[src/pbfb_pkg.sv]
// ----------------------------------------------------------------------------
// pbfb_pkg
// Shared types and constants for the packet bit-field buffer.
// ----------------------------------------------------------------------------
`default_nettype none
package pbfb_pkg;
  localparam int FIELD_W  = 32;
  localparam int COUNT_W  = 6;
  localparam int OFFSET_W = 5;
  localparam int HDR_W    = 7;
  localparam logic [HDR_W-1:0] HEADER_MAX = 7'd64;

  typedef enum logic [1:0] {
    ST_OK       = 2'd0,
    ST_EXCEEDS  = 2'd1,
    ST_PAST_END = 2'd2,
    ST_FULL     = 2'd3
  } status_t;

  typedef enum logic [0:0] {
    KIND_WRITE = 1'b0,
    KIND_READ  = 1'b1
  } kind_t;

  typedef enum logic [1:0] {
    BS_IDLE  = 2'd0,
    BS_CLEAR = 2'd1,
    BS_READ  = 2'd2,
    BS_WAIT  = 2'd3
  } back_state_t;

  // Classified item handed from the front to the back
  typedef struct packed {
    logic               kind;
    logic [FIELD_W-1:0] word;
    logic [COUNT_W-1:0] count;
    logic [OFFSET_W-1:0] offset;
    logic               bad_field;
  } cmd_t;
endpackage
`default_nettype wire

[src/pbfb_if.sv]
// ----------------------------------------------------------------------------
// pbfb_in_if / pbfb_out_if
// Valid/ready channels for input items and result items.
// ----------------------------------------------------------------------------
`default_nettype none
interface pbfb_in_if;
  logic                          valid;
  logic                          ready;
  logic                          kind;
  logic [pbfb_pkg::FIELD_W-1:0]  field_value;
  logic [pbfb_pkg::COUNT_W-1:0]  bit_count;
  logic [pbfb_pkg::OFFSET_W-1:0] field_offset;
  modport source (output valid, kind, field_value, bit_count, field_offset, input ready);
  modport sink   (input valid, kind, field_value, bit_count, field_offset, output ready);
endinterface

`default_nettype wire

[src/pbfb_front.sv]
// ----------------------------------------------------------------------------
// pbfb_front
// Accepts items, checks the field bounds and queues them for the back end.
// ----------------------------------------------------------------------------
`default_nettype none
module pbfb_front (
  input  wire logic          clk,
  input  wire logic          rst_n,
  pbfb_in_if.sink            in_ch,
  output pbfb_pkg::cmd_t     cmd,
  output logic               cmd_valid,
  input  wire logic          cmd_pop
);
  // Two-entry queue
  pbfb_pkg::cmd_t q_r [2];
  logic [1:0] cnt_r, cnt_nxt;
  logic       rd_r, rd_nxt;
  logic       push;
  pbfb_pkg::cmd_t in_cmd;
  logic [6:0] span;

  assign span = {2'b0, in_ch.field_offset} + {1'b0, in_ch.bit_count};
  always_comb begin
    in_cmd.kind      = in_ch.kind;
    in_cmd.word      = in_ch.field_value;
    in_cmd.count     = in_ch.bit_count;
    in_cmd.offset    = in_ch.field_offset;
    in_cmd.bad_field = (span > 7'(pbfb_pkg::FIELD_W));
  end

  assign in_ch.ready = (cnt_r != 2'd2);
  assign push        = in_ch.valid && in_ch.ready;
  assign cmd_valid   = (cnt_r != 2'd0);
  assign cmd         = q_r[rd_r];

  always_comb begin
    cnt_nxt = cnt_r + 2'(push) - 2'(cmd_pop);
    rd_nxt  = rd_r ^ cmd_pop;
  end

  always_ff @(posedge clk) begin
    if (!rst_n) begin
      cnt_r <= '0;
      rd_r  <= 1'b0;
    end else begin
      cnt_r <= cnt_nxt;
      rd_r  <= rd_nxt;
    end
    if (push) q_r[rd_r ^ (cnt_r[0] | cnt_r[1])] <= in_cmd;
  end
endmodule
`default_nettype wire

[src/flat_wrapper.sv]
// flat-port wrapper written by rule: the top's interface ports become plain ports
module pbfb_front_flat 
  (clk, rst_n, cmd, cmd_valid, cmd_pop, in_ch_valid, in_ch_kind, in_ch_field_value, in_ch_bit_count, in_ch_field_offset, in_ch_ready);
  pbfb_in_if in_ch_i ();
  input  wire logic clk;
  input  wire logic rst_n;
  output pbfb_pkg::cmd_t cmd;
  output logic cmd_valid;
  input  wire logic cmd_pop;
  input wire logic [$bits(in_ch_i.valid)-1:0] in_ch_valid;
  input wire logic [$bits(in_ch_i.kind)-1:0] in_ch_kind;
  input wire logic [$bits(in_ch_i.field_value)-1:0] in_ch_field_value;
  input wire logic [$bits(in_ch_i.bit_count)-1:0] in_ch_bit_count;
  input wire logic [$bits(in_ch_i.field_offset)-1:0] in_ch_field_offset;
  output wire logic [$bits(in_ch_i.ready)-1:0] in_ch_ready;
  assign in_ch_i.valid = in_ch_valid;
  assign in_ch_i.kind = in_ch_kind;
  assign in_ch_i.field_value = in_ch_field_value;
  assign in_ch_i.bit_count = in_ch_bit_count;
  assign in_ch_i.field_offset = in_ch_field_offset;
  assign in_ch_ready = in_ch_i.ready;
  pbfb_front u_core (.clk(clk), .rst_n(rst_n), .in_ch(in_ch_i), .cmd(cmd), .cmd_valid(cmd_valid), .cmd_pop(cmd_pop));
endmodule
[config.mk]
export PLATFORM = sky130hd
export DESIGN_NAME = pbfb_front_flat
export DESIGN_NICKNAME = d
export VERILOG_FILES = /design/src/pbfb_pkg.sv /design/src/pbfb_if.sv /design/src/pbfb_front.sv /design/src/flat_wrapper.sv
export SDC_FILE = /design/constraint.sdc
export NUM_CORES = 1
export LEC_CHECK = 0
export ABC_AREA = 0
export BUFFER_PORTS_ARGS = -buffer_cell sky130_fd_sc_hd__clkbuf_2
export CAP_MARGIN = 20
export CORE_MARGIN = 4
export CORE_UTILIZATION = 55
export CTS_CLUSTER_SIZE = 20
export DETAILED_ROUTE_END_ITERATION = 8
export PLACE_DENSITY = 0.92
export RECOVER_POWER = 25
export SLEW_MARGIN = 15
export SYNTH_ARGS = -nofsm -noshare
export SYNTH_HDL_FRONTEND = slang
export SYNTH_SLANG_ARGS = --single-unit
[constraint.sdc]
create_clock -name clk -period 5 [get_ports clk]
set_input_delay 1 -clock clk [delete_from_list [all_inputs] [get_ports clk]]
set_output_delay 1 -clock clk [all_outputs]
set_load 0.03 [all_outputs]
==> results of run 1 <==
worst register-to-register path: stages, from the launching register on:
cell	delay, ns
dfxtp_1	0.34
nor2_1	0.17
xnor2_1	0.14
nor2_4	0.52
buf_4	0.45
cell families (layout without fill, tap and decap cells):
| group | count (synthesis) | after routing | synth area share |
|---|---|---|---|
| buffers and inverters | 14 | 121 | 0.01563 |
| AOI/OAI and AO/OA | 8 | 8 | 0.01801 |
| muxes | 46 | 46 | 0.1417 |
| DFF | 94 | 94 | 0.7559 |
| adders and majority gates | 8 | 8 | 0.02923 |
| and+or+nand+nor | 20 | 20 | 0.02753 |
| xor gates and xnor gates | 5 | 5 | 0.01190 |
layout make-up:
| class | count | area [µm²] |
|---|---|---|
| Sequential cell | 94 | 2784 |
| Inverter | 9 | 33.78 |
| Clock inverter | 6 | 95.09 |
| Clock buffer | 10 | 127.6 |
| Tap cell | 77 | 96.34 |
| Multi-Input combinational cell | 87 | 849.6 |
| Timing Repair Buffer | 96 | 480.5 |
| Fill cell | 436 | 1956 |
power by group through the flow:
stage | sequential (W) | clock, W | combinational, W
2_1_floorplan | 0.00117 | 0 | 0.000494
3_3_place_gp | 0.00118 | 0 | 0.000665
3_5_place_dp | 0.00120 | 0 | 0.000681
4_1_cts | 0.00118 | 0.000552 | 0.000683
5_1_grt | 0.00119 | 0.000583 | 0.000740
6_report | 0.00117 | 0.000538 | 0.000686
metal layers:
| layer | wire length [µm] | GRT usage | vias to the layer above |
|---|---|---|---|
| met4 | 95 | 0.06769 | 0 |
| met3 | 326 | 0.03589 | 9 |
| met2 | 3156 | 0.2619 | 56 |
| met1 | 2429 | 0.1884 | 940 |
| li1 | - | - | 949 |
| met5 | 0 | 0 | - |
path summary, 6_finish.rpt:
path	start	to	slack (ns)
min	u_core.rd_r	flop	0.65
max	flop	cmd[23]	1.99
max reg2reg	u_core.cnt_r[1]	u_core.q_r[0][18]	3.03
min reg2reg	u_core.rd_r	flop	0.65
flip-flops by register name, summed over array words and instances (netlist names), named ones only:
signal / count
u_core.q_r: 90
u_core.cnt_r: 2
u_core.rd_r: 1
placed cells by master, fill, tap and decap left out, drive strengths merged, types with 2 or more instances in the layout:
cell,n
clkbuf,104
edfxtp,90
mux2,46
inv,10
ha,7
nor2,7
and2,4
a21oi,4
dfxtp,4
xnor2,3
nand2,2
xor2,2
bufinv,2
clkinvlp,2
and3,2
buf,2
metrics by stage:
| stage | std cells | setup slack [ns] | power, W |
|---|---|---|---|
| after global routing | 379 | 1.854 | 0.002516 |
| after global placement | 362 | 2.249 | 0.001844 |
| final | 379 | 1.987 | 0.002397 |
| after detailed placement | 362 | 2.168 | 0.001878 |
| after CTS | 378 | 1.931 | 0.002414 |
| after floorplan | 195 | 1.578 | 0.001664 |
==> out/qor.yml, run 1 <==
fin_crit_ns: 3.013
cts_tree: "done"
antenna_cells: 0
clkSinkCount: 94
fp.dieW_um: 89.81
p_leak_nw: 1.681
syn_nets: 251
p_seq_frac: 0.489
grt_max_degree: 46
p_sw_w: 0.0007771
critPathRequiredTime_ns: 4.00
clkLatencyLatePin_ns: 0.33
powerDensity_nw_per_um2: 536.6
crit_chain: "mux2_2 -> clkbuf_2"
combPwrFrac: 0.286
core_area_um2: 6422
syn_to_final_growth_pct: 21.35
cts_buffer_depth: 2
cts-resized-gates: 0
crit_family: "flip-flops"
hold_depth: 2
initialDrtViolationCount: 66
cts_buffers: 9
critPathMaxStageDelay_ns: 1.03
gp_congestion: 0.7826
first_global_vias: 2048
crit_path_max_fanout: 45
grt_overflow: 0
finalHoldViolations: 0
dr_total_vias: 1954
io_pins: 95
yosysSeqAreaShare: 0.7559
totalWireLength_um: 6007
ys_ff_latch: 94
io_buffer_count: 94
cts_max_level: 3
clock.fmax_mhz: 331.9
ant_nets: 0
viasPerCell: 5.156
synth-edff-count: 90
place_hpwl_um: 4186
drc: 0
maxCapViolCount: 0
synth.area.top_cells: "edfxtp_1, mux2_2, mux2_1"
fin_skew_ns: 0.009220
postSynthAreaPerCell_um2: 18.88
syn_area_um2: 3681
path_class: "reg -> out"
cp_num_cells: 2
holdBufCountCts: 0
slew_headroom: 0.2963
period_share: 0.6027
setup-tns-final_ns: 0
synth_common_cells: "edfxtp_1, mux2_2, mux2_1, inv_1"
netlist_instances: 195
grt_pass1_wl_um: 9880
crit_slowest_cell: "dfxtp_2"
final_layout_size_suffix_gt1_frac: 0.4371
firstDrtPassIters: 4
synthFlopType: "edfxtp_1"
ys_async_sr_fraction: 0
rsz0062_at_grt: "false"
die-area_um2: 8066
clk_pin_slew_ns: 0.09
placed_cell_area_um2: 4242
hold_path_class: "reg -> reg"
fin_area_um2: 4467
synth_most_common_cell: "edfxtp_1"
cts-root-buf: "clkbuf_8"
synth_top_area_share: 0.7342
slew_violations: 0
status: "finished clean"
placementRows: 29
track_usage: 0.1539
finalNetCount: 353
wl_per_cell_um: 15.85
worst_pin_slew_ns: 1.055
synth_area_leader_cell: "edfxtp_1"
die_h_um: 89.81
ys_types: 27
synth_warnings: 0
power_frac_clock: 0.224
whs_ns: 0.6457
p_int_w: 0.001620
start_util: 0.5732
setup_viol: 0
swShare: 0.3242
post-route-util: 0.6955
antenna_found_initial: 0
vdd_drop_max_v: 0.0004079
worst-path-buf-inv: 1
endpoint_kind: "output port"
cp.arrival_ns: 2.01
cts_setup_buffers: 0
cp-start-kind: "flop"
rr_worst_depth: 4
(Power assumes the default switching activity.)
==> run 2, diff against run 1 <==
- CORE_UTILIZATION: 55 -> 52
- PLACE_DENSITY: 0.92 -> 0.88
- clock period: 5 -> 3.15 ns (I/O delays scaled with it)
==> run 2 against run 1 <==
Against the previous run:
- die area grew 5.2%
- setup slack got worse by 1.3 ns
- highest routed layer unchanged
- hold slack got worse by 0.17 ns
- critical endpoint is now cmd[44]
==> out/qor.yml, run 2 (same netlist as run 1, synthesis figures left out) <==
drc: 0
grt_max_degree: 28
syn_to_final_growth_pct: 21.11
io_pins: 95
initialDrtViolationCount: 55
fp.dieW_um: 92.14
start_util: 0.5388
maxCapViolCount: 0
dr_total_vias: 1969
grt_overflow: 0
cts_buffer_depth: 2
die_h_um: 92.14
cts_setup_buffers: 0
totalWireLength_um: 6142
gp_congestion: 0.7285
powerDensity_nw_per_um2: 816.9
period_share: 0.7753
layout_commonest_cell: "edfxtp_1"
final_layout_size_suffix_gt1_frac: 0.4309
crit_chain: "buf_4 -> mux2_2 -> clkbuf_2"
place_hpwl_um: 4522
track_usage: 0.1542
vdd_drop_max_v: 0.0005453
cts-resized-gates: 0
firstDrtPassIters: 4
io_buffer_count: 94
ant_nets: 0
worst_pin_slew_ns: 0.5812
critPathMaxStageDelay_ns: 0.60
clkLatencyLatePin_ns: 0.34
whs_ns: 0.4723
clkSinkCount: 94
critPathRequiredTime_ns: 2.52
fillCellCount: 521
core_area_um2: 6832
largest_reg_flops: 90
crit_path_max_fanout: 19
finalNetCount: 355
dp.cells: 384
setup-tns-final_ns: 0
antenna_cells: 0
wl_per_cell_um: 15.36
setup_viol: 0
final_cells: 400
slew_headroom: 0.6116
clock.fmax_mhz: 409.5
rsz0062_at_grt: "false"
clk_pin_slew_ns: 0.09
fin_skew_ns: 0.009736
placementRows: 30
final_cell_mix: "edfxtp_1, clkbuf_2, mux2_2, clkbuf_1, mux2_1"
die-area_um2: 8489
holdBufCountCts: 0
cts_tree: "done"
cts-root-buf: "clkbuf_8"
endpoint_kind: "output port"
slew_violations: 0
viasPerCell: 4.923
status: "finished clean"
path_class: "reg -> out"
cts_buffers: 9
p_leak_nw: 1.661
finalHoldViolations: 0
crit_slowest_cell: "dfxtp_2"
antenna_found_initial: 0
cp.arrival_ns: 1.81
cp-start-kind: "flop"
hold_path_class: "in -> reg"
cts_max_level: 3
grt_pass1_wl_um: 10070
first_global_vias: 2182
fin_crit_ns: 2.442
==> run 2: cell count changes in the layout (fill, tap and decap cells not counted) <==
| cell | change |
|---|---|
| buf_1 | +1 |
| buf_4 | +1 |
| clkbuf_1 | +1 |
| inv_6 | +1 |
| bufinv_16 | -2 |
| clkinv_4 | +1 |
| buf_16 | -1 |
| inv_8 | -1 |
| clkinv_2 | +1 |
| buf_12 | +2 |
| clkbuf_2 | -3 |
| clkinv_1 | +1 |
==> run 2: routing by layer <==
metal	track usage	up-vias	part of all wire
met3	0.03774	8	0.058
li1	-	951	-
met5	0	-	0
met4	0.06807	0	0.015
met2	0.2780	60	0.53
met1	0.1721	950	0.39
==> run 2: power by group <==
part           total [W]  internal [W]  switching [W]  leakage, nW
sequential       0.00185       0.00177      0.0000810        0.872
clock           0.000688      0.000288       0.000400       0.0832
combinational    0.00111      0.000358       0.000749        0.706
total            0.00364       0.00241        0.00123         1.66
==> run 2: worst max-delay path, delay by kind of cell (launching register included) <==
family / cells / cell delay, ns
buf+inv: 2 / 0.51
flops: 1 / 0.60
mux: 1 / 0.37
==> run 2: final timing paths <==
check | depth (start not counted) | endpoint | from | slack (ns)
setup / recovery | 3 | cmd[44] | flop | 0.71
hold / removal | 1 | u_core.q_r[1][19] | in_ch_field_value[7] | 0.47
setup reg to reg | 4 | u_core.q_r[1][28] | u_core.cnt_r[1] | 1.28
hold reg to reg | 2 | u_core.rd_r | u_core.rd_r | 0.64
==> run 2: final cells by class <==
type                    instances  area (µm²)  share of cell area
repair buffers                 98       496.7              0.1114
multi-input cells              87       849.6              0.1906
clock buffers                   9       123.9             0.02779
clock inverters                 7       50.05             0.01123
well taps                      96       120.1             0.02694
inverters                       9       33.78            0.007578
flip-flops and latches         94        2784              0.6245
==> run 2: through the flow <==
| stage | setup slack, ns | area, µm² | power, W | util |
|---|---|---|---|---|
| after global routing | 0.5922 | 4458 | 0.003839 | 0.6526 |
| after detailed placement | 0.6874 | 4313 | 0.003014 | 0.6313 |
| final | 0.7079 | 4458 | 0.003642 | 0.6526 |
| after global placement | 0.7676 | 4313 | 0.002970 | 0.6313 |
| after floorplan | 0.06493 | 3681 | 0.002641 | - |
| after CTS | 0.6480 | 4487 | 0.003702 | 0.6568 |
==> run 3, diff against run 2 <==
- ABC_AREA: 0 -> 1
- CORE_UTILIZATION: 52 -> 53
- clock period: 3.15 -> 2.32 ns (I/O delays scaled with it)
==> run 3 against run 2 <==
Against the previous run:
- combinational power up 11%
- clock-buffer cell count unchanged
- power up 29%
- global-route usage up 0.13 points
- critical path depth unchanged
- largest cell class unchanged
==> out/qor.yml, run 3 <==
synth_top_area_share: 0.6928
p_seq_frac: 0.494
synth_area_leader_cell: "edfxtp_1"
worst-path-buf-inv: 2
cts-root-buf: "clkbuf_8"
viasPerCell: 4.896
firstDrtPassIters: 4
cp-start-kind: "flop"
fin_area_um2: 4662
cts_max_level: 3
drc: 0
synth-edff-count: 90
period_share: 0.8839
die-area_um2: 8798
first_global_vias: 2130
synth.area.top_cells: "edfxtp_1, mux2_4, ha_1"
crit_family: "buffers and inverters"
status: "finished clean"
vdd_drop_max_v: 0.0005795
register_area_um2: 2784
crit_chain: "buf_4 -> mux2_4 -> clkbuf_2"
ys_async_sr_fraction: 0
layout_commonest_cell: "edfxtp_1"
synth_warnings: 0
endpoint_kind: "output port"
cts_buffers: 9
largest_reg_flops: 90
ant_nets: 0
synth_most_common_cell: "edfxtp_1"
io_buffer_count: 94
fillCellCount: 555
cts_setup_buffers: 0
multi_input_area_um2: 974.7
crit_slowest_cell: "dfxtp_2"
final_layout_size_suffix_gt1_frac: 0.4215
dr_total_vias: 2076
cts_buffer_depth: 2
antenna_found_initial: 0
p_leak_nw: 1.906
gp_congestion: 0.8758
die_h_um: 93.80
clk_pin_slew_ns: 0.09
critPathRequiredTime_ns: 1.86
ys_ff_latch: 94
grt_max_degree: 26
place_hpwl_um: 4595
reg2reg_slack_ns: 0.62
finalNetCount: 377
cp.arrival_ns: 1.59
final_cell_mix: "edfxtp_1, clkbuf_2, mux2_4, clkbuf_1, nand2_1"
hold_path_class: "in -> reg"
ys_types: 17
cts_tree: "done"
placementRows: 31
p_sw_w: 0.001424
crit_path_max_fanout: 20
yosysSeqAreaShare: 0.7133
initialDrtViolationCount: 69
fp.dieW_um: 93.80
post-route-util: 0.6462
synthFlopType: "edfxtp_1"
wl_per_cell_um: 15.24
grt_overflow: 0
maxCapViolCount: 0
core_area_um2: 7214
syn_area_um2: 3901
syn_to_final_growth_pct: 19.50
combPwrFrac: 0.261
totalWireLength_um: 6462
grt_pass1_wl_um: 10140
placed_cell_area_um2: 4478
powerDensity_nw_per_um2: 1011
holdBufCountCts: 0
finalHoldViolations: 0
rsz0062_at_grt: "false"
fin_skew_ns: 0.009736
start_util: 0.5408
synth_common_cells: "edfxtp_1, mux2_4, nand2_1, inv_1, nor2_1"
antenna_cells: 0
cts-resized-gates: 0
worst_pin_slew_ns: 0.3613
power_frac_clock: 0.246
slew_violations: 0
clkLatencyLatePin_ns: 0.35
swShare: 0.3023
slew_headroom: 0.7591
postSynthAreaPerCell_um2: 18.15
track_usage: 0.1555
fin_crit_ns: 2.051
p_int_w: 0.003288
path_class: "reg -> out"
netlist_instances: 215
syn_nets: 271
critPathMaxStageDelay_ns: 0.36
setup_viol: 0
io_pins: 95
clock.fmax_mhz: 487.6
clkSinkCount: 94
## run 3: cell types whose count changed in the layout (fill, tap and decap cells not counted), sizes merged, moves of 2 or more
cell	before	now
nand3	1	4
nand2	2	23
and3	2	0
inv	10	20
xnor2	3	1
bufinv	0	2
and2	4	0
clkinv	4	0
nor2	7	9
## run 3: power groups by stage
stage | clock network, W | logic, W | registers [W]
3_3_place_gp | 0 | 0.00122 | 0.00234
2_1_floorplan | 0 | 0.000909 | 0.00235
3_5_place_dp | 0 | 0.00125 | 0.00237
4_1_cts | 0.00119 | 0.00125 | 0.00233
6_report | 0.00116 | 0.00123 | 0.00233
5_1_grt | 0.00127 | 0.00132 | 0.00236
## run 3: final cells by class
cell class | count | area share
Multi-Input combinational cell | 98 | 0.2091
Timing Repair Buffer | 100 | 0.1063
Tap cell | 99 | 0.02657
Clock inverter | 6 | 0.01986
Clock buffer | 9 | 0.02657
Sequential cell | 94 | 0.5972
Inverter | 18 | 0.01449
## run 3: cell families (layout without fill, tap and decap cells)
logic type / count (synthesis) / count (layout) / synth area share
flip-flops: 94 / 94 / 0.7133
multiplexers: 45 / 45 / 0.1684
AND/OR/NAND/NOR: 37 / 37 / 0.03784
buffers and inverters: 23 / 133 / 0.04073
adder cells (fa/ha/maj): 8 / 8 / 0.02758
AO/OA/AOI/OAI: 6 / 6 / 0.007698
XOR/XNOR: 2 / 2 / 0.004491
## run 3: through the flow
| stage | TNS, ns | setup WS (ns) | power (W) | std cells | hold slack, ns |
|---|---|---|---|---|---|
| after global routing | 0 | 0.1873 | 0.004952 | 424 | 0.2679 |
| after detailed placement | 0 | 0.2742 | 0.003621 | 409 | 0.5329 |
| final | 0 | 0.2693 | 0.004712 | 424 | 0.2964 |
| after CTS | 0 | 0.2360 | 0.004778 | 424 | 0.2755 |
| after global placement | 0 | 0.4007 | 0.003567 | 409 | 0.5217 |
| after floorplan | -5.441 | -0.06047 | 0.003261 | 215 | 0.5057 |
## run 3: final timing paths
path	start	end	cells after the start
worst max-delay path	flop	cmd[31]	3
worst min register to register	u_core.rd_r	flop	2
worst max register to register	u_core.cnt_r[1]	u_core.q_r[0][8]	5
worst min-delay path	in_ch_field_value[11]	u_core.q_r[1][23]	1
## run 3: routing by layer
metal / vias to the layer above / global-route usage / wire length (µm)
met5: - / 0 / 0
met4: 0 / 0.06137 / 40
met3: 2 / 0.04407 / 361
met2: 66 / 0.2679 / 3372
met1: 1011 / 0.1834 / 2687
li1: 997 / - / -
